$ cat src/hw/rtl/sdfsd_pkg.sv
`default_nettype none

package sdfsd_pkg;

    // Display geometry
    localparam int DIGITS  = 6;
    localparam int DIGIT_W = 8;
    localparam int PHASE_W = 8;
    localparam int DUR_W   = 16;
    localparam int ROLL_W  = 4;

    // PWM phases per period, also the crossfade resolution
    localparam int FADE_LEVELS = 16;
    localparam int FADE_QW     = $clog2(FADE_LEVELS);

    // Divider sizing: quotient bits (at least two) and remainder width
    localparam int DIV_QW = (FADE_QW > 2) ? FADE_QW : 2;
    localparam int DIV_CW = $clog2(DIV_QW);
    localparam int REM_W  = DUR_W + DIV_QW;

    // Digit codes and slot timing
    localparam logic [DIGIT_W-1:0] BLANK     = 8'd255;
    localparam logic [DIGIT_W-1:0] MAX_DIGIT = 8'd9;
    localparam logic [DUR_W-1:0]   SLOT_DEFAULT_MS = 16'd300;
    localparam logic [DUR_W-1:0]   SLOT_DIVISOR    = 16'd10;
    // duration / SLOT_DIVISOR as (duration * SLOT_RECIP) >> SLOT_RECIP_SH,
    // exact for every 16-bit duration
    localparam logic [DUR_W-1:0]   SLOT_RECIP      = 16'd52429;
    localparam int                 SLOT_RECIP_SH   = 19;
    localparam logic [7:0]         ROLL_MIN   = 8'd20;
    localparam logic [7:0]         ROLL_MAX   = 8'd250;
    localparam logic [7:0]         ROLL_RESET = 8'd50;
    localparam logic [ROLL_W-1:0]  ROLL_STEPS = 4'd10;
    localparam logic [7:0]         BRIGHT_RESET = 8'd16;

    typedef enum logic [1:0] {
        CMD_TICK = 2'd0,
        CMD_SET  = 2'd1,
        CMD_FADE = 2'd2,
        CMD_SLOT = 2'd3
    } cmd_t;

    typedef logic [DIGIT_W-1:0] digit_t;
    typedef logic [DIGITS-1:0][DIGIT_W-1:0] digits_t;

    typedef struct packed {
        logic              start;
        logic [DIV_CW-1:0] top_bit;
    } div_ctl_t;

    typedef struct packed {
        logic busy;
        logic done;
    } div_sts_t;

    // Anything above nine shows as zero
    function automatic digit_t clip_digit(digit_t d);
        return (d > MAX_DIGIT) ? '0 : d;
    endfunction

endpackage

`default_nettype wire

$ cat src/hw/rtl/six_digit_fade_slot_display.sv
// Channel  Direction  Signals                               Moves
// s_       in         s_valid s_ready s_cmd s_count ...     one command beat
// m_       out        m_valid m_ready m_shown_0..5          six digits to light
// cfg_     in         cfg_valid cfg_ready cfg_brightness    brightness write
//
// Set digits, start crossfade and start slot finish on acceptance; the slot step
// interval comes from a reciprocal multiply. A tick ends on acceptance when idle
// and dark, else it passes prep, then for a crossfade the share from the serial
// divider (one bit per cycle), then render. s_ready is low while a beat is
// in work. Synchronous active low reset; no clearing pass. A finished result
// waits in the output register while commands go on; only a tick with a new
// result waits for it to drain.
`default_nettype none

module six_digit_fade_slot_display (
    input  wire logic                             aclk,
    input  wire logic                             aresetn,
    input  wire logic                             s_valid,
    output logic                                  s_ready,
    input  wire logic [1:0]                       s_cmd,
    input  wire logic [2:0]                       s_count,
    input  wire logic [15:0]                      s_duration_ms,
    input  wire logic [7:0]                       s_digit_0,
    input  wire logic [7:0]                       s_digit_1,
    input  wire logic [7:0]                       s_digit_2,
    input  wire logic [7:0]                       s_digit_3,
    input  wire logic [7:0]                       s_digit_4,
    input  wire logic [7:0]                       s_digit_5,
    output logic                                  m_valid,
    input  wire logic                             m_ready,
    output logic [7:0]                            m_shown_0,
    output logic [7:0]                            m_shown_1,
    output logic [7:0]                            m_shown_2,
    output logic [7:0]                            m_shown_3,
    output logic [7:0]                            m_shown_4,
    output logic [7:0]                            m_shown_5,
    input  wire logic                             cfg_valid,
    output logic                                  cfg_ready,
    input  wire logic [7:0]                       cfg_brightness
);

    typedef enum logic [1:0] {
        MD_STILL,
        MD_FADE,
        MD_ROLL
    } mode_t;

    typedef enum logic [2:0] {
        ST_IDLE,
        ST_PREP,
        ST_FDIV,
        ST_RENDER
    } state_t;

    localparam int PW = sdfsd_pkg::PHASE_W;
    localparam int DW = sdfsd_pkg::DUR_W;

    state_t                              state_reg;
    mode_t                               mode_reg;
    logic [7:0]                          brightness_reg;
    sdfsd_pkg::digits_t                  current_reg;
    sdfsd_pkg::digits_t                  target_reg;
    sdfsd_pkg::digits_t                  last_reg;
    logic [sdfsd_pkg::DIGITS-1:0][sdfsd_pkg::ROLL_W-1:0] steps_reg;
    logic [DW-1:0]                       length_reg;
    logic [DW-1:0]                       elapsed_reg;
    logic [PW-1:0]                       phase_reg;
    logic [7:0]                          interval_reg;
    logic [7:0]                          rcount_reg;
    logic [PW-1:0]                       prog_reg;
    logic                                m_valid_reg;
    sdfsd_pkg::digits_t                  m_shown_reg;

    logic                                accept;
    sdfsd_pkg::cmd_t                     cmd;
    logic [2:0]                          count_c;
    sdfsd_pkg::digits_t                  in_digits;
    sdfsd_pkg::digits_t                  set_digits;
    sdfsd_pkg::digits_t                  clip_digits;
    logic [sdfsd_pkg::DIGITS-1:0][sdfsd_pkg::ROLL_W-1:0] slot_steps;
    logic                                slot_any;
    logic [DW-1:0]                       dur_slot;
    logic [DW-1:0]                       dur_fade;
    logic [31:0]                         slot_prod;
    logic [DW-1:0]                       slot_tenth;
    logic [PW-1:0]                       duty;
    logic [PW-1:0]                       phase_next;
    logic [DW-1:0]                       elapsed_next;
    logic [7:0]                          rcount_next;
    sdfsd_pkg::digits_t                  roll_digits;
    logic [sdfsd_pkg::DIGITS-1:0][sdfsd_pkg::ROLL_W-1:0] roll_steps;
    logic                                roll_active;
    logic [PW-1:0]                       prog_next;
    logic [7:0]                          interval_next;
    logic [PW-1:0]                       thresh;
    logic                                out_free;
    logic                                emit;

    sdfsd_pkg::div_ctl_t                 div_ctl;
    sdfsd_pkg::div_sts_t                 div_sts;
    logic [sdfsd_pkg::REM_W-1:0]         div_numer;
    logic [DW-1:0]                       div_denom;
    logic [sdfsd_pkg::DIV_QW-1:0]        div_quot;

    sdfsd_pkg::digits_t                  shown;
    logic                                changed;

    assign in_digits = {s_digit_5, s_digit_4, s_digit_3, s_digit_2, s_digit_1, s_digit_0};

    // Decode the beat and precompute every command's update
    always_comb begin
        s_ready  = (state_reg == ST_IDLE);
        accept   = s_valid && s_ready;
        cmd      = sdfsd_pkg::cmd_t'(s_cmd);
        count_c  = (s_count > 3'd6) ? 3'd6 : s_count;
        dur_slot = (s_duration_ms == '0) ? sdfsd_pkg::SLOT_DEFAULT_MS : s_duration_ms;
        dur_fade = (s_duration_ms < DW'(sdfsd_pkg::FADE_LEVELS))
                 ? DW'(sdfsd_pkg::FADE_LEVELS) : s_duration_ms;
        slot_any = 1'b0;
        for (int i = 0; i < sdfsd_pkg::DIGITS; i++) begin
            clip_digits[i] = sdfsd_pkg::clip_digit(in_digits[i]);
            set_digits[i]  = (in_digits[i] == sdfsd_pkg::BLANK)
                           ? sdfsd_pkg::BLANK : clip_digits[i];
            if (current_reg[i] != sdfsd_pkg::BLANK && current_reg[i] != clip_digits[i]) begin
                slot_steps[i] = sdfsd_pkg::ROLL_STEPS;
                slot_any      = 1'b1;
            end else begin
                slot_steps[i] = '0;
            end
        end
        // Slot step interval: a tenth of the duration, clamped
        slot_prod  = 32'(dur_slot) * 32'(sdfsd_pkg::SLOT_RECIP);
        slot_tenth = DW'(slot_prod >> sdfsd_pkg::SLOT_RECIP_SH);
        if (slot_tenth < DW'(sdfsd_pkg::ROLL_MIN)) begin
            interval_next = sdfsd_pkg::ROLL_MIN;
        end else if (slot_tenth > DW'(sdfsd_pkg::ROLL_MAX)) begin
            interval_next = sdfsd_pkg::ROLL_MAX;
        end else begin
            interval_next = slot_tenth[7:0];
        end
    end

    // Tick arithmetic: phase, counters and one roll step
    always_comb begin
        duty = (brightness_reg > PW'(sdfsd_pkg::FADE_LEVELS))
             ? PW'(sdfsd_pkg::FADE_LEVELS) : brightness_reg;
        phase_next = (phase_reg == PW'(sdfsd_pkg::FADE_LEVELS - 1))
                   ? '0 : phase_reg + 1'b1;
        elapsed_next = elapsed_reg + 1'b1;
        rcount_next  = rcount_reg + 1'b1;
        roll_active  = 1'b0;
        for (int i = 0; i < sdfsd_pkg::DIGITS; i++) begin
            roll_digits[i] = current_reg[i];
            roll_steps[i]  = steps_reg[i];
            if (steps_reg[i] != '0) begin
                roll_active   = 1'b1;
                roll_steps[i] = steps_reg[i] - 1'b1;
                if (current_reg[i] <= sdfsd_pkg::MAX_DIGIT) begin
                    roll_digits[i] = (current_reg[i] == '0)
                                   ? sdfsd_pkg::MAX_DIGIT : current_reg[i] - 1'b1;
                end
            end
        end
    end

    // Feed the divider with the crossfade share from prep
    always_comb begin
        div_numer       = sdfsd_pkg::REM_W'(elapsed_reg)
                        * sdfsd_pkg::REM_W'(sdfsd_pkg::FADE_LEVELS);
        div_denom       = length_reg;
        div_ctl.top_bit = sdfsd_pkg::DIV_CW'(sdfsd_pkg::FADE_QW - 1);
        div_ctl.start   = (state_reg == ST_PREP) && (mode_reg == MD_FADE);
        // The share stays below FADE_LEVELS while a crossfade runs
        prog_next = PW'(div_quot);
        thresh    = PW'(sdfsd_pkg::FADE_LEVELS) - prog_reg;
        out_free  = !m_valid_reg || m_ready;
        emit      = (state_reg == ST_RENDER) && changed && out_free;
    end

    sdfsd_div u_div (
        .aclk    (aclk),
        .aresetn (aresetn),
        .ctl     (div_ctl),
        .numer   (div_numer),
        .denom   (div_denom),
        .sts     (div_sts),
        .quot    (div_quot)
    );

    sdfsd_render u_render (
        .cur     (current_reg),
        .tgt     (target_reg),
        .last    (last_reg),
        .fade    (mode_reg == MD_FADE),
        .phase   (phase_reg),
        .duty    (duty),
        .thresh  (thresh),
        .shown   (shown),
        .changed (changed)
    );

    // Sequencer, display state and output register
    always_ff @(posedge aclk) begin
        if (!aresetn) begin
            state_reg      <= ST_IDLE;
            mode_reg       <= MD_STILL;
            brightness_reg <= sdfsd_pkg::BRIGHT_RESET;
            current_reg    <= '0;
            target_reg     <= '0;
            steps_reg      <= '0;
            last_reg       <= {sdfsd_pkg::DIGITS{sdfsd_pkg::BLANK}};
            length_reg     <= '0;
            elapsed_reg    <= '0;
            phase_reg      <= '0;
            interval_reg   <= sdfsd_pkg::ROLL_RESET;
            rcount_reg     <= '0;
            prog_reg       <= '0;
            m_valid_reg    <= 1'b0;
        end else begin
            if (cfg_valid) begin
                brightness_reg <= cfg_brightness;
            end
            // Raise the result on a new set, drop it once the sink takes it
            if (emit) begin
                m_valid_reg <= 1'b1;
            end else if (m_valid_reg && m_ready) begin
                m_valid_reg <= 1'b0;
            end

            unique case (state_reg)
                ST_IDLE: begin
                    if (accept) begin
                        unique case (cmd)
                            sdfsd_pkg::CMD_TICK: begin
                                phase_reg <= phase_next;
                                if (mode_reg == MD_FADE) begin
                                    elapsed_reg <= elapsed_next;
                                    if (elapsed_next >= length_reg) begin
                                        current_reg <= target_reg;
                                        mode_reg    <= MD_STILL;
                                    end
                                    state_reg <= ST_PREP;
                                end else if (mode_reg == MD_ROLL) begin
                                    elapsed_reg <= elapsed_next;
                                    if (rcount_next < interval_reg) begin
                                        rcount_reg <= rcount_next;
                                    end else begin
                                        rcount_reg <= '0;
                                        if (roll_active) begin
                                            current_reg <= roll_digits;
                                            steps_reg   <= roll_steps;
                                        end else begin
                                            current_reg <= target_reg;
                                            mode_reg    <= MD_STILL;
                                        end
                                    end
                                    state_reg <= ST_PREP;
                                end else if (brightness_reg != '0) begin
                                    state_reg <= ST_PREP;
                                end
                            end
                            sdfsd_pkg::CMD_SET: begin
                                for (int i = 0; i < sdfsd_pkg::DIGITS; i++) begin
                                    if (3'(i) < count_c) begin
                                        current_reg[i] <= set_digits[i];
                                        target_reg[i]  <= set_digits[i];
                                        steps_reg[i]   <= '0;
                                    end
                                end
                                mode_reg <= MD_STILL;
                            end
                            sdfsd_pkg::CMD_FADE: begin
                                target_reg  <= clip_digits;
                                steps_reg   <= '0;
                                mode_reg    <= MD_FADE;
                                length_reg  <= dur_fade;
                                elapsed_reg <= '0;
                            end
                            sdfsd_pkg::CMD_SLOT: begin
                                target_reg <= clip_digits;
                                steps_reg  <= slot_steps;
                                if (slot_any) begin
                                    rcount_reg   <= '0;
                                    mode_reg     <= MD_ROLL;
                                    length_reg   <= dur_slot;
                                    elapsed_reg  <= '0;
                                    interval_reg <= interval_next;
                                end
                            end
                            default: begin
                                state_reg <= ST_IDLE;
                            end
                        endcase
                    end
                end
                ST_PREP: begin
                    state_reg <= (mode_reg == MD_FADE) ? ST_FDIV : ST_RENDER;
                end
                ST_FDIV: begin
                    if (div_sts.done) begin
                        prog_reg  <= prog_next;
                        state_reg <= ST_RENDER;
                    end
                end
                ST_RENDER: begin
                    // Emit only a changed set; hold until the output slot frees
                    if (!changed) begin
                        state_reg <= ST_IDLE;
                    end else if (out_free) begin
                        m_shown_reg <= shown;
                        last_reg    <= shown;
                        state_reg   <= ST_IDLE;
                    end
                end
                default: begin
                    state_reg <= ST_IDLE;
                end
            endcase
        end
    end

    assign cfg_ready = 1'b1;
    assign m_valid   = m_valid_reg;
    assign m_shown_0 = m_shown_reg[0];
    assign m_shown_1 = m_shown_reg[1];
    assign m_shown_2 = m_shown_reg[2];
    assign m_shown_3 = m_shown_reg[3];
    assign m_shown_4 = m_shown_reg[4];
    assign m_shown_5 = m_shown_reg[5];

endmodule

`default_nettype wire

$ cat src/hw/rtl/sdfsd_div.sv
`default_nettype none

// Restoring divider, one quotient bit per cycle from top_bit down to bit 0.
// The caller guarantees the quotient fits below bit top_bit + 1.
module sdfsd_div (
    input  wire logic                             aclk,
    input  wire logic                             aresetn,
    input  wire sdfsd_pkg::div_ctl_t              ctl,
    input  wire logic [sdfsd_pkg::REM_W-1:0]      numer,
    input  wire logic [sdfsd_pkg::DUR_W-1:0]      denom,
    output sdfsd_pkg::div_sts_t                   sts,
    output logic [sdfsd_pkg::DIV_QW-1:0]          quot
);

    logic                           busy_reg;
    logic                           done_reg;
    logic [sdfsd_pkg::DIV_CW-1:0]   bit_reg;
    logic [sdfsd_pkg::REM_W-1:0]    rem_reg;
    logic [sdfsd_pkg::REM_W-1:0]    dsh_reg;
    logic [sdfsd_pkg::DIV_QW-1:0]   quot_reg;
    logic                           fits;
    logic [sdfsd_pkg::REM_W-1:0]    rem_next;

    // Trial subtract against the shifted divisor
    always_comb begin
        fits     = (rem_reg >= dsh_reg);
        rem_next = fits ? (rem_reg - dsh_reg) : rem_reg;
    end

    always_ff @(posedge aclk) begin
        if (!aresetn) begin
            busy_reg <= 1'b0;
            done_reg <= 1'b0;
        end else begin
            // Pulse done on the cycle after the last quotient bit
            done_reg <= !ctl.start && busy_reg && (bit_reg == '0);
            if (ctl.start) begin
                busy_reg <= 1'b1;
                bit_reg  <= ctl.top_bit;
                rem_reg  <= numer;
                dsh_reg  <= sdfsd_pkg::REM_W'(denom) << ctl.top_bit;
                quot_reg <= '0;
            end else if (busy_reg) begin
                rem_reg  <= rem_next;
                quot_reg <= {quot_reg[sdfsd_pkg::DIV_QW-2:0], fits};
                dsh_reg  <= dsh_reg >> 1;
                if (bit_reg == '0) begin
                    busy_reg <= 1'b0;
                end else begin
                    bit_reg <= bit_reg - 1'b1;
                end
            end
        end
    end

    assign sts.busy = busy_reg;
    assign sts.done = done_reg;
    assign quot     = quot_reg;

endmodule

`default_nettype wire

$ cat src/hw/rtl/sdfsd_render.sv
`default_nettype none

// Pick the digit to light in this PWM phase and flag a change.
module sdfsd_render (
    input  wire sdfsd_pkg::digits_t               cur,
    input  wire sdfsd_pkg::digits_t               tgt,
    input  wire sdfsd_pkg::digits_t               last,
    input  wire logic                             fade,
    input  wire logic [sdfsd_pkg::PHASE_W-1:0]    phase,
    input  wire logic [sdfsd_pkg::PHASE_W-1:0]    duty,
    input  wire logic [sdfsd_pkg::PHASE_W-1:0]    thresh,
    output sdfsd_pkg::digits_t                    shown,
    output logic                                  changed
);

    logic dark;

    always_comb begin
        dark    = (duty == '0) || (phase >= duty);
        changed = 1'b0;
        for (int i = 0; i < sdfsd_pkg::DIGITS; i++) begin
            if (dark) begin
                shown[i] = sdfsd_pkg::BLANK;
            end else if (fade) begin
                shown[i] = (phase < thresh) ? cur[i] : tgt[i];
            end else begin
                shown[i] = cur[i];
            end
            if (shown[i] != last[i]) begin
                changed = 1'b1;
            end
        end
    end

endmodule

`default_nettype wire

$ cat config.mk
export PLATFORM = sky130hd
export DESIGN_NAME = six_digit_fade_slot_display
export DESIGN_NICKNAME = d
export VERILOG_FILES = /design/src/hw/rtl/sdfsd_pkg.sv /design/src/hw/rtl/six_digit_fade_slot_display.sv /design/src/hw/rtl/sdfsd_div.sv /design/src/hw/rtl/sdfsd_render.sv
export SDC_FILE = /design/constraint.sdc
export NUM_CORES = 1
export LEC_CHECK = 0
export ABC_AREA = 1
export BUFFER_PORTS_ARGS = -buffer_cell sky130_fd_sc_hd__buf_4
export CORE_ASPECT_RATIO = 1.75
export CORE_MARGIN = 2
export CORE_UTILIZATION = 50
export CTS_CLUSTER_SIZE = 28
export DETAILED_ROUTE_END_ITERATION = 10
export PLACE_DENSITY_LB_ADDON = 0.1
export SYNTH_ARGS = -nofsm -noshare
export SYNTH_HDL_FRONTEND = slang
export SYNTH_HIERARCHICAL = 1
export SYNTH_SLANG_ARGS = --single-unit
$ cat constraint.sdc
create_clock -name aclk -period 8.7 [get_ports aclk]
set_input_delay 1.74 -clock aclk [delete_from_list [all_inputs] [get_ports aclk]]
set_output_delay 1.74 -clock aclk [all_outputs]
set_load 0.01 [all_outputs]
==> out/results.ini <==
[power]
irDropWorstVdd_uv = 188
p_sw_share_pct = 46.7
sequentialPowerShare_pct = 24.7
finalPower_mw = 7.72
power_density_mw_per_mm2 = 266
p_switching_mw = 3.61
clkPwrFrac_pct = 20.9
power.internal_mw = 4.11
p_leak_nw = 14.2
power_frac_comb_pct = 54.4

[critical_path]
r2r-start = brightness_reg[0]$_SDFFE_PN0P_
slowest_stage = fa_1
cpMostUsedCell = inv_1
crit_type = primary input to flop
ff2ff_path_depth = 28
crit_family = adder cells
cpPeakStageDelay_ns = 0.53
worst-r2r-setup-slack_ns = 2.11
arrival_ns = 8.14
critical_path_depth = 33
reg2reg_to = m_shown_4[2]$_DFFE_PP_
required_ns = 9.10
crit_path_max_fanout = 11
path_buf_inv = 8
cp-start-kind = primary input
critPathCaptureType = flop

[place]
dp_slack_ns = 0.395
port_buffers = 131
dp_hpwl_um = 63100
dp.cells = 4412
place.gp.congestion = 1.02
place_area_mm2 = 0.0278

[clock_network]
cts-root-buf = clkbuf_16
clk_pin_slew_ns = 0.06
hold_buffers = 0
cts_tree = done
cts_resized = 0
cts_htree_levels = 2
numCtsBuffers = 35
clk_latency_ns = 0.56
cts_buffer_depth = 3
clkSinkCount = 336
postCtsSetupRepairBufs = 0

[sta]
setup_violations = 0
slew_headroom_pct = 29.1
rsz0062_at_grt = false
min_period_ns = 7.74
slew_violations = 0
hold_violations = 0
worst_slack_ns = 0.959
clock.fmax_mhz = 129
worst_slew_pin_slew_ns = 1.06
hold_ws_ns = 0.466
period_share_pct = 89.0
setup_tns_ns = 0
clock-skew-final_ns = 0.0258

[synth]
syn_avg_cell_area_um2 = 7.16
syn_area_mm2 = 0.0264
yosys_warnings = 6
synthCells = 3682

[min_path]
min_path_type = flop to flop
min_path_cells = 2
min_from = interval_reg[3]$_SDFFE_PN0P_
hold_path_end = interval_reg[3]$_SDFFE_PN0P_

[routing]
drc = 0
viasPerCell = 5.48
wl_per_cell_um = 18.0
drtIter0Drc = 1369
antenna_left = 0
vias = 24528
drt_first_pass_iters = 6
wl_um = 80300

[floorplanning]
die_y_um = 308
start_util_pct = 50.5
fp.dieW_um = 178
rows = 111
fp.dieArea_mm2 = 0.0546
core_mm2 = 0.0522
ios = 133

[finish]
syn2layout_area_growth_pct = 10.3
post-route-util_pct = 55.7
drive_above_1_share_pct = 8.80
antenna_cells = 0
finalNetCount = 4161
stdcell_count = 4475
postLayoutCellArea_mm2 = 0.0291

[grt]
grt_max_degree = 74
grt_pass1_vias = 23849
gr-total-overflow = 0
grt_antenna_before_repair = 3
grt_pass1_wl_um = 126000
track_usage_pct = 29.5

[flow_run]
maxCapViolCount = 0

[status]
status = complete, no violations

## layout by cell type, fill, tap and decap left out, types with 17 or more instances in the layout
master,n
nand2_1,851
inv_1,597
nand3_1,283
nor2_1,262
dfxtp_1,243
ha_1,225
o21ai_0,208
a21oi_1,205
buf_4,151
edfxtp_1,93
nand4_1,88
fa_1,82
xor2_1,45
nor3_1,45
clkbuf_16,37
nand2_2,35
a211oi_1,33
o211ai_1,25
a21oi_2,21
nor4_1,18
a22oi_1,17
a31oi_1,17
## power by group through the flow
stage	clock (mW)	combinational (mW)	sequential, mW
2_1_floorplan	0	3.01	1.89
3_3_place_gp	0	4.15	1.94
3_5_place_dp	0	4.16	1.94
4_1_cts	1.65	4.19	1.91
5_1_grt	1.70	4.74	1.93
6_report	1.62	4.20	1.91
## layout make-up
cell class | count | area [um2]
Clock buffer | 47 | 1010
Timing Repair Buffer | 152 | 1150
Fill cell | 5244 | 23100
Multi-Input combinational cell | 2629 | 15900
Sequential cell | 336 | 7660
Inverter | 617 | 2330
Clock inverter | 16 | 219
Tap cell | 678 | 848
## per-layer routing
layer  vias up  track usage [%]  wire [um]
li1      12222                -          -
met1     11420             30.0      28900
met2       612             55.1      42100
met3       268             3.14       2810
met4         6             20.7       6450
met5         -                0         37
## tightest hold or removal path: stages (launching register included)
cell     delay [ns]
dfxtp_1        0.31
nand2_1        0.06
a21oi_1        0.05
## worst max path at each step
stage	start	end	slack, ns
CTS	s_duration_ms[15]	interval_reg[0]$_SDFFE_PN0P_	0.96
detailed placement	s_duration_ms[15]	interval_reg[0]$_SDFFE_PN0P_	0.39
global placement	s_duration_ms[15]	interval_reg[0]$_SDFFE_PN0P_	0.48
global route	s_duration_ms[15]	interval_reg[4]$_SDFFE_PN1P_	0.53
floorplan	s_duration_ms[15]	interval_reg[6]$_SDFFE_PN0P_	1.15
finish	s_duration_ms[15]	interval_reg[0]$_SDFFE_PN0P_	0.96
(Power assumes the default switching activity.)
